## src/hw/rtl/lcfs_pkg.sv

```systemverilog
// Package for the LED chain fade sequencer: sizes, register indexes, types.
// Used by every module under hw/rtl; depends on nothing.
package lcfs_pkg;

   localparam int NUM_LIGHTS = 6;
   localparam int PWM_STEPS  = 64;
   localparam int LIGHT_W    = 3;
   localparam int DUTY_W     = 6;
   localparam int TIME_W     = 32;
   localparam int DIV_W      = 20;
   localparam int CSR_IDX_W  = 3;
   localparam int CSR_DATA_W = 12;

   localparam logic [CSR_IDX_W-1:0] REG_FADE     = 3'd0;
   localparam logic [CSR_IDX_W-1:0] REG_HOLD     = 3'd1;
   localparam logic [CSR_IDX_W-1:0] REG_OVERLAP  = 3'd2;
   localparam logic [CSR_IDX_W-1:0] REG_COOLDOWN = 3'd3;
   localparam logic [CSR_IDX_W-1:0] REG_RETRY    = 3'd4;
   localparam logic [CSR_IDX_W-1:0] REG_FLOOR    = 3'd5;

   localparam logic [7:0]  FULL_LEVEL = 8'd255;

   typedef struct packed {
      logic [11:0] fade;
      logic [11:0] hold;
      logic [11:0] overlap;
      logic [11:0] cooldown;
      logic [7:0]  retry;
      logic [7:0]  dark_floor;
   } cfg_type;

   typedef struct packed {
      logic            start;
      logic [DIV_W-1:0] dividend;
      logic [11:0]     divisor;
   } div_req_type;

   typedef struct packed {
      logic       busy;
      logic       done;
      logic [7:0] quotient;
   } div_rsp_type;

endpackage

```

## src/hw/rtl/led_chain_fade_sequencer.sv

```systemverilog
// Top level of the LED chain fade sequencer: registers, light state, sequencer.
// Depends on lcfs_pkg and lcfs_divider.

// One req item (a millisecond tick) yields NUM_LIGHTS rsp items, one per light in
// index order, with tlast on the final one. Each light is visited in turn; a light
// in a ramp uses the shared divider, others do not.
// After the lights, the start search visits at most NUM_LIGHTS lights, one a cycle.
// The block then streams its results and accepts the next item once they are
// all taken. Configuration writes go through csr_ only while the block is idle,
// and a pending write is taken before a waiting req item.
module led_chain_fade_sequencer (
   input  logic        clock,
   input  logic        reset,
   input  logic        req_tvalid,
   output logic        req_tready,
   input  logic [31:0] req_tdata,   // now_ms [31:0]
   input  logic        req_tuser,   // restart
   output logic        rsp_tvalid,
   input  logic        rsp_tready,
   output logic [15:0] rsp_tdata,   // light_index [2:0], duty [8:3], zero [15:9]
   output logic        rsp_tlast,   // last
   input  logic        csr_valid,
   output logic        csr_ready,
   input  logic [2:0]  csr_index,
   input  logic [11:0] csr_data
);
   localparam int N  = lcfs_pkg::NUM_LIGHTS;
   localparam int LW = lcfs_pkg::LIGHT_W;
   localparam int TW = lcfs_pkg::TIME_W;
   localparam logic [LW-1:0] LAST_LIGHT = LW'(N - 1);

   typedef enum logic [6:0] {
      ST_IDLE  = 7'b0000001,
      ST_EVAL  = 7'b0000010,
      ST_DIV   = 7'b0000100,
      ST_SCALE = 7'b0001000,
      ST_SRCH  = 7'b0010000,
      ST_OUT   = 7'b0100000,
      ST_WAIT  = 7'b1000000
   } state_type;

   state_type state_ff, state_in;
   lcfs_pkg::cfg_type cfg_ff, cfg_in;

   logic [TW-1:0] start_ff [N];
   logic [TW-1:0] cool_ff  [N];
   logic [N-1:0]  busy_ff, busy_in;
   logic [lcfs_pkg::DUTY_W-1:0] duty_ff [N];
   logic [LW-1:0] next_ff, next_in;
   logic [TW-1:0] nst_ff, nst_in;
   logic [TW-1:0] now_ff;
   logic [LW-1:0] idx_ff, idx_in;
   logic [LW-1:0] cnt_ff, cnt_in;
   logic [7:0]    lvl_ff, lvl_in;

   logic          wr_start, wr_cool, wr_duty, clr_cool;
   logic [TW-1:0] wr_time;
   logic [lcfs_pkg::DUTY_W-1:0] wr_duty_val;
   logic          req_fire;

   lcfs_pkg::div_req_type dreq;
   lcfs_pkg::div_rsp_type drsp;

   lcfs_divider u_div (.clock(clock), .reset(reset), .req(dreq), .rsp(drsp));

   logic [11:0] fade_eff;
   logic [13:0] total;
   logic [TW-1:0] step_t, elapsed, tt, tt2;

   always_comb begin
      fade_eff = (cfg_ff.fade == 12'd0) ? 12'd1 : cfg_ff.fade;
      total    = {1'b0, fade_eff, 1'b0} + {2'b0, cfg_ff.hold};
      step_t   = ({2'b0, cfg_ff.overlap} >= total) ? TW'(1)
                 : TW'(total - {2'b0, cfg_ff.overlap});
      elapsed  = now_ff - start_ff[idx_ff];
      tt       = elapsed - TW'(fade_eff);
      tt2      = tt - TW'(cfg_ff.hold);
   end

   assign req_tready = (state_ff == ST_IDLE) && !csr_valid;
   assign req_fire   = req_tvalid && req_tready;
   assign csr_ready  = (state_ff == ST_IDLE);
   assign rsp_tvalid = (state_ff == ST_OUT);
   assign rsp_tdata  = {7'd0, duty_ff[idx_ff], idx_ff};
   assign rsp_tlast  = (idx_ff == LAST_LIGHT);

   always_comb begin
      cfg_in = cfg_ff;
      if (csr_valid && csr_ready) begin
         unique case (csr_index)
            lcfs_pkg::REG_FADE:     cfg_in.fade     = csr_data;
            lcfs_pkg::REG_HOLD:     cfg_in.hold     = csr_data;
            lcfs_pkg::REG_OVERLAP:  cfg_in.overlap  = csr_data;
            lcfs_pkg::REG_COOLDOWN: cfg_in.cooldown = csr_data;
            lcfs_pkg::REG_RETRY:    cfg_in.retry    = csr_data[7:0];
            lcfs_pkg::REG_FLOOR:    cfg_in.dark_floor = csr_data[7:0];
            default: ;
         endcase
      end
   end

   always_comb begin
      state_in = state_ff;
      busy_in  = busy_ff;
      next_in  = next_ff;
      nst_in   = nst_ff;
      idx_in   = idx_ff;
      cnt_in   = cnt_ff;
      lvl_in   = lvl_ff;
      wr_start = 1'b0;
      wr_cool  = 1'b0;
      wr_duty  = 1'b0;
      clr_cool = 1'b0;
      wr_time  = now_ff;
      wr_duty_val = '0;
      dreq     = '0;
      unique case (state_ff)
         ST_IDLE: begin
            if (req_fire) begin
               state_in = ST_EVAL;
               idx_in   = '0;
               if (req_tuser) begin
                  busy_in  = {{(N-1){1'b0}}, 1'b1};
                  clr_cool = 1'b1;
                  next_in  = LW'(1 % N);
                  nst_in   = req_tdata + step_t;
               end
            end
         end
         ST_EVAL: begin
            wr_duty = 1'b1;
            if (busy_ff[idx_ff] && elapsed >= TW'(total)) begin
               busy_in[idx_ff] = 1'b0;
               wr_cool = 1'b1;
               wr_time = now_ff + TW'(cfg_ff.cooldown);
            end else if (busy_ff[idx_ff]) begin
               if (elapsed < TW'(fade_eff)) begin
                  dreq.start    = 1'b1;
                  dreq.dividend = lcfs_pkg::DIV_W'({elapsed[11:0], 8'd0} - elapsed[11:0]);
                  dreq.divisor  = fade_eff;
                  wr_duty = 1'b0;
                  state_in = ST_DIV;
               end else if (tt < TW'(cfg_ff.hold)) begin
                  lvl_in = lcfs_pkg::FULL_LEVEL;
                  wr_duty = 1'b0;
                  state_in = ST_SCALE;
               end else begin
                  dreq.start    = 1'b1;
                  dreq.dividend = lcfs_pkg::DIV_W'({(fade_eff - tt2[11:0]), 8'd0}
                                                   - (fade_eff - tt2[11:0]));
                  dreq.divisor  = fade_eff;
                  wr_duty = 1'b0;
                  state_in = ST_DIV;
               end
            end
            if (wr_duty) begin
               if (idx_ff == LAST_LIGHT) begin
                  state_in = ST_SRCH;
                  idx_in   = next_ff;
                  cnt_in   = '0;
               end else begin
                  idx_in = idx_ff + LW'(1);
               end
            end
         end
         ST_DIV: begin
            if (drsp.done) begin
               lvl_in   = drsp.quotient;
               state_in = ST_SCALE;
            end
         end
         ST_SCALE: begin
            wr_duty = 1'b1;
            wr_duty_val = (lvl_ff < cfg_ff.dark_floor) ? '0
                          : lcfs_pkg::DUTY_W'((16'(lvl_ff) * 16'(lcfs_pkg::PWM_STEPS)) >> 8);
            if (idx_ff == LAST_LIGHT) begin
               state_in = ST_SRCH;
               idx_in   = next_ff;
               cnt_in   = '0;
            end else begin
               idx_in   = idx_ff + LW'(1);
               state_in = ST_EVAL;
            end
         end
         ST_SRCH: begin
            if (now_ff < nst_ff) begin
               state_in = ST_OUT;
               idx_in   = '0;
            end else if (!busy_ff[idx_ff] && now_ff >= cool_ff[idx_ff]) begin
               busy_in[idx_ff] = 1'b1;
               wr_start = 1'b1;
               wr_duty  = 1'b1;
               wr_duty_val = lcfs_pkg::DUTY_W'(1);
               next_in  = (idx_ff == LAST_LIGHT) ? '0 : idx_ff + LW'(1);
               nst_in   = now_ff + step_t;
               state_in = ST_OUT;
               idx_in   = '0;
            end else if (cnt_ff == LAST_LIGHT) begin
               nst_in   = now_ff + TW'(cfg_ff.retry);
               state_in = ST_OUT;
               idx_in   = '0;
            end else begin
               cnt_in = cnt_ff + LW'(1);
               idx_in = (idx_ff == LAST_LIGHT) ? '0 : idx_ff + LW'(1);
            end
         end
         ST_OUT: begin
            if (rsp_tready) begin
               if (idx_ff == LAST_LIGHT) begin
                  state_in = ST_WAIT;
               end else begin
                  idx_in = idx_ff + LW'(1);
               end
            end
         end
         ST_WAIT: state_in = ST_IDLE;
         default: state_in = ST_IDLE;
      endcase
   end

   always_ff @(posedge clock) begin
      lvl_ff <= lvl_in;
      cnt_ff <= cnt_in;
      if (reset) begin
         state_ff <= ST_IDLE;
         busy_ff  <= '0;
         next_ff  <= '0;
         nst_ff   <= '0;
         idx_ff   <= '0;
         cfg_ff   <= '{fade: 12'd300, hold: 12'd300, overlap: 12'd100,
                       cooldown: 12'd80, retry: 8'd10, dark_floor: 8'd6};
         for (int i = 0; i < N; i++) begin
            start_ff[i] <= '0;
            cool_ff[i]  <= '0;
         end
      end else begin
         state_ff <= state_in;
         busy_ff  <= busy_in;
         next_ff  <= next_in;
         nst_ff   <= nst_in;
         idx_ff   <= idx_in;
         cfg_ff   <= cfg_in;
         if (req_fire) begin
            now_ff <= req_tdata;
         end
         for (int i = 0; i < N; i++) begin
            if (clr_cool) begin
               cool_ff[i] <= '0;
            end else if (wr_cool && idx_ff == LW'(i)) begin
               cool_ff[i] <= wr_time;
            end
            // A restart begins light 0 at the accepted timestamp.
            if (req_fire && req_tuser && i == 0) begin
               start_ff[i] <= req_tdata;
            end else if (wr_start && idx_ff == LW'(i)) begin
               start_ff[i] <= now_ff;
            end
            if (wr_duty && idx_ff == LW'(i)) begin
               duty_ff[i] <= wr_duty_val;
            end
         end
      end
   end
endmodule

```

## src/hw/rtl/lcfs_divider.sv

```systemverilog
// Shared restoring divider: one quotient bit per cycle, 8-bit quotient.
// Depends on lcfs_pkg.
module lcfs_divider (
   input  logic                 clock,
   input  logic                 reset,
   input  lcfs_pkg::div_req_type req,
   output lcfs_pkg::div_rsp_type rsp
);
   logic [lcfs_pkg::DIV_W-1:0] rem_ff, rem_in;
   logic [11:0] dvs_ff, dvs_in;
   logic [7:0]  quo_ff, quo_in;
   logic [3:0]  cnt_ff, cnt_in;
   logic        busy_ff, busy_in, done_ff, done_in;
   logic [lcfs_pkg::DIV_W-1:0] trial;

   always_comb begin
      rem_in  = rem_ff;
      dvs_in  = dvs_ff;
      quo_in  = quo_ff;
      cnt_in  = cnt_ff;
      busy_in = busy_ff;
      done_in = 1'b0;
      trial   = '0;
      if (req.start) begin
         rem_in  = req.dividend;
         dvs_in  = req.divisor;
         cnt_in  = 4'd8;
         busy_in = 1'b1;
      end else if (busy_ff) begin
         // Quotient never exceeds 255, so eight steps from bit 7 down suffice.
         trial = {8'd0, dvs_ff} << (cnt_ff - 4'd1);
         quo_in = {quo_ff[6:0], 1'b0};
         if (rem_ff >= trial) begin
            rem_in    = rem_ff - trial;
            quo_in[0] = 1'b1;
         end
         cnt_in = cnt_ff - 4'd1;
         if (cnt_ff == 4'd1) begin
            busy_in = 1'b0;
            done_in = 1'b1;
         end
      end
   end

   always_ff @(posedge clock) begin
      rem_ff <= rem_in;
      dvs_ff <= dvs_in;
      quo_ff <= quo_in;
      cnt_ff <= cnt_in;
      if (reset) begin
         busy_ff <= 1'b0;
         done_ff <= 1'b0;
      end else begin
         busy_ff <= busy_in;
         done_ff <= done_in;
      end
   end

   assign rsp.busy     = busy_ff;
   assign rsp.done     = done_ff;
   assign rsp.quotient = quo_ff;
endmodule
```

## config.mk

```make
export PLATFORM = sky130hd
export DESIGN_NAME = led_chain_fade_sequencer
export DESIGN_NICKNAME = d
export VERILOG_FILES = /design/src/hw/rtl/lcfs_pkg.sv /design/src/hw/rtl/led_chain_fade_sequencer.sv /design/src/hw/rtl/lcfs_divider.sv
export SDC_FILE = /design/constraint.sdc
export NUM_CORES = 2
export LEC_CHECK = 0
export BUFFER_PORTS_ARGS = -buffer_cell sky130_fd_sc_hd__buf_2
export CAP_MARGIN = 20
export CORE_MARGIN = 1
export CORE_UTILIZATION = 57
export CTS_CLUSTER_SIZE = 20
export DETAILED_ROUTE_END_ITERATION = 6
export GPL_ROUTABILITY_DRIVEN = 0
export PLACE_DENSITY_LB_ADDON = 0.3
export REMOVE_ABC_BUFFERS = 1
export SYNTH_ARGS = -nofsm -noshare
export SYNTH_HDL_FRONTEND = slang
export SYNTH_HIERARCHICAL = 1
export SYNTH_SLANG_ARGS = --single-unit
```

## constraint.sdc

```tcl
create_clock -name clock -period 9.4 [get_ports clock]
set_clock_uncertainty 0.2 [all_clocks]
set_input_delay 0.47 -clock clock [delete_from_list [all_inputs] [get_ports clock]]
set_output_delay 0.47 -clock clock [all_outputs]
set_load 0.02 [all_outputs]
```

==> impl_metrics.json <==
{
  "finalSetupTns_ps": 0,
  "die_h_um": 267.1,
  "antenna_left": 0,
  "cpPeakStageDelay_ps": 720,
  "top_layer": "met5",
  "yosysWarningCount": 6,
  "syn-instance-count": 4013,
  "vias": 31684,
  "fill_cells": 5542,
  "timing_hold_violations_final": 0,
  "path_clk_slew_ps": 60,
  "clock_path_buffers": 3,
  "portBuffers": 65,
  "endpoint_kind": "register",
  "max_freq_ghz": 0.1149,
  "status": "finished clean",
  "core_area_mm2": 0.06907,
  "drt_iter0_markers": 3387,
  "grt_usage_pct": 32.04,
  "grt_pass1_wl_mm": 174.3,
  "placed_cell_area_mm2": 0.04136,
  "worst_pin_slew_ps": 1192,
  "drv_slew": 0,
  "syn_area_mm2": 0.04005,
  "crit_path_start_kind": "register",
  "final_cells": 5035,
  "antenna_cells": 0,
  "clock-sinks": 627,
  "cts_setup_buffers": 0,
  "grt_overflow": 0,
  "wire_per_inst_um": 22.62,
  "finalCriticalPeriod_ps": 8700,
  "nets": 4406,
  "critPathSlowestCell": "xnor2_1",
  "fp-row-count": 96,
  "die_x_um": 267.1,
  "wl_met3_mm": 10.25,
  "max_slew_margin_pct": 19.93,
  "finalCritPeriodShare_pct": 92.55,
  "clock_latency_ps": 630,
  "grt_max_degree": 80,
  "vias_per_cell": 6.293,
  "totalWireLength_mm": 113.9,
  "wl_met2_mm": 52.34,
  "hp-class": "input port to register",
  "peakVddDrop_uv": 688.9,
  "grt_pass1_vias": 30355,
  "antenna_found_initial": 1,
  "initial_core_util_pct": 57.99,
  "critical_path_arrival_ps": 8850,
  "design.portCount": 73,
  "critical_path_class": "register to register",
  "final_cell_area_mm2": 0.04404,
  "powerDensity_mw_per_mm2": 270.7,
  "worstPathMaxFanout": 18,
  "area_growth_pct": 9.976,
  "cts_tree": "yes",
  "numCtsBuffers": 69,
  "wl_met1_mm": 45.32,
  "critPathRequiredTime_ps": 9550,
  "hpwl_mm": 79.35,
  "max-cap-violations": 0,
  "drc_errors": 0,
  "cts-htree-levels": 3,
  "holdWs_ps": 52.36,
  "rsz0062_at_grt": "no",
  "dieArea_mm2": 0.07132,
  "leakage_nw": 16.66,
  "syn_avg_cell_area_um2": 9.980,
  "setup_viol": 0,
  "layout-drive-gt1-share_pct": 9.649,
  "cts_root_buffer": "clkbuf_16",
  "dp.cells": 4874,
  "drtPass1Iterations": 6
}
==> placed cells by master, fill, tap and decap left out, types with 69 or more instances in the layout <==
master,n
mux2i_1,97
a21oi_1,237
ha_1,293
dfxtp_1,121
mux4_2,75
clkbuf_16,69
nor2_1,437
xnor2_1,131
o21ai_0,227
nor3_1,91
and2_1,152
buf_4,69
a21o_1,99
edfxtp_1,503
inv_1,191
nand2_1,370
==> routing by layer <==
metal | global-route usage [%] | vias up
li1 | - | 14693
met1 | 41.60 | 15135
met2 | 52.12 | 1520
met3 | 5.517 | 334
met4 | 15.35 | 2
met5 | 0 | -
==> layout make-up <==
cell class / instances / area (um^2) / share of cell area [%]
multi-input combinational: 2989 / 20970 / 47.62
sequential: 627 / 17600 / 39.96
clock buffer: 90 / 1869 / 4.244
timing repair buffer: 172 / 1309 / 2.972
tap: 931 / 1165 / 2.645
inverter: 191 / 716.9 / 1.628
clock inverter: 35 / 412.9 / 0.9375
==> flip-flops by register name (all words and copies together) (netlist names), 3 cells and up, named ones only <==
signal	count
idx_ff	3
u_div/rem_ff	20
start_ff	192
nst_ff	32
duty_ff	36
next_ff	3
lvl_ff	8
cfg_ff	64
u_div/dvs_ff	12
busy_ff	6
state_ff	7
u_div/cnt_ff	4
cool_ff	192
u_div/quo_ff	8
cnt_ff	3
now_ff	32
==> final timing paths <==
kind / from / end / slack (ps) / depth (start not counted)
worst max-delay path: register / u_div/rem_ff[19] / 700 / 35
worst min-delay path: csr_data[8] / cfg_ff[36] / 50 / 3
worst max register to register: register / u_div/rem_ff[19] / 700 / 35
worst min register to register: u_div/quo_ff[3] / u_div/quo_ff[4] / 250 / 0
==> per-stage QoR <==
| stage | total power [W] | utilization [%] | setup WS [ps] |
|---|---|---|---|
| after global placement | 0.008975 | 59.85 | 1012 |
| after global routing | 0.01262 | 63.77 | 36.53 |
| after CTS | 0.01182 | 63.66 | 647.0 |
| after detailed placement | 0.009039 | 59.89 | 794.8 |
| after floorplan | 0.007693 | - | -3735 |
| final | 0.01192 | 63.77 | 700.3 |
==> report_power, final <==
group	switching (W)	leakage (nW)	internal, W
Combinational	0.00350	9.55	0.00241
Sequential	0.0000892	6.01	0.00317
Clock	0.00117	1.10	0.00159
==> worst max-delay path, delay by kind of cell (launching register included) <==
kind | cells | cell delay, ps
compound gates | 16 | 2830
xor+xnor | 4 | 1240
fa+ha+maj | 6 | 1820
buf+inv | 1 | 70
flops | 1 | 590
mux | 1 | 550
simple gates | 7 | 1140
==> timing repair <==
action / 4_1_cts / 5_1_grt
hold endpoints to repair: 44 / 0
hold buffers: 32 / 0
endpoints found under the setup margin: 0 / 2
gates resized for setup: 0 / 1
Power figures use the tool's default switching activity.
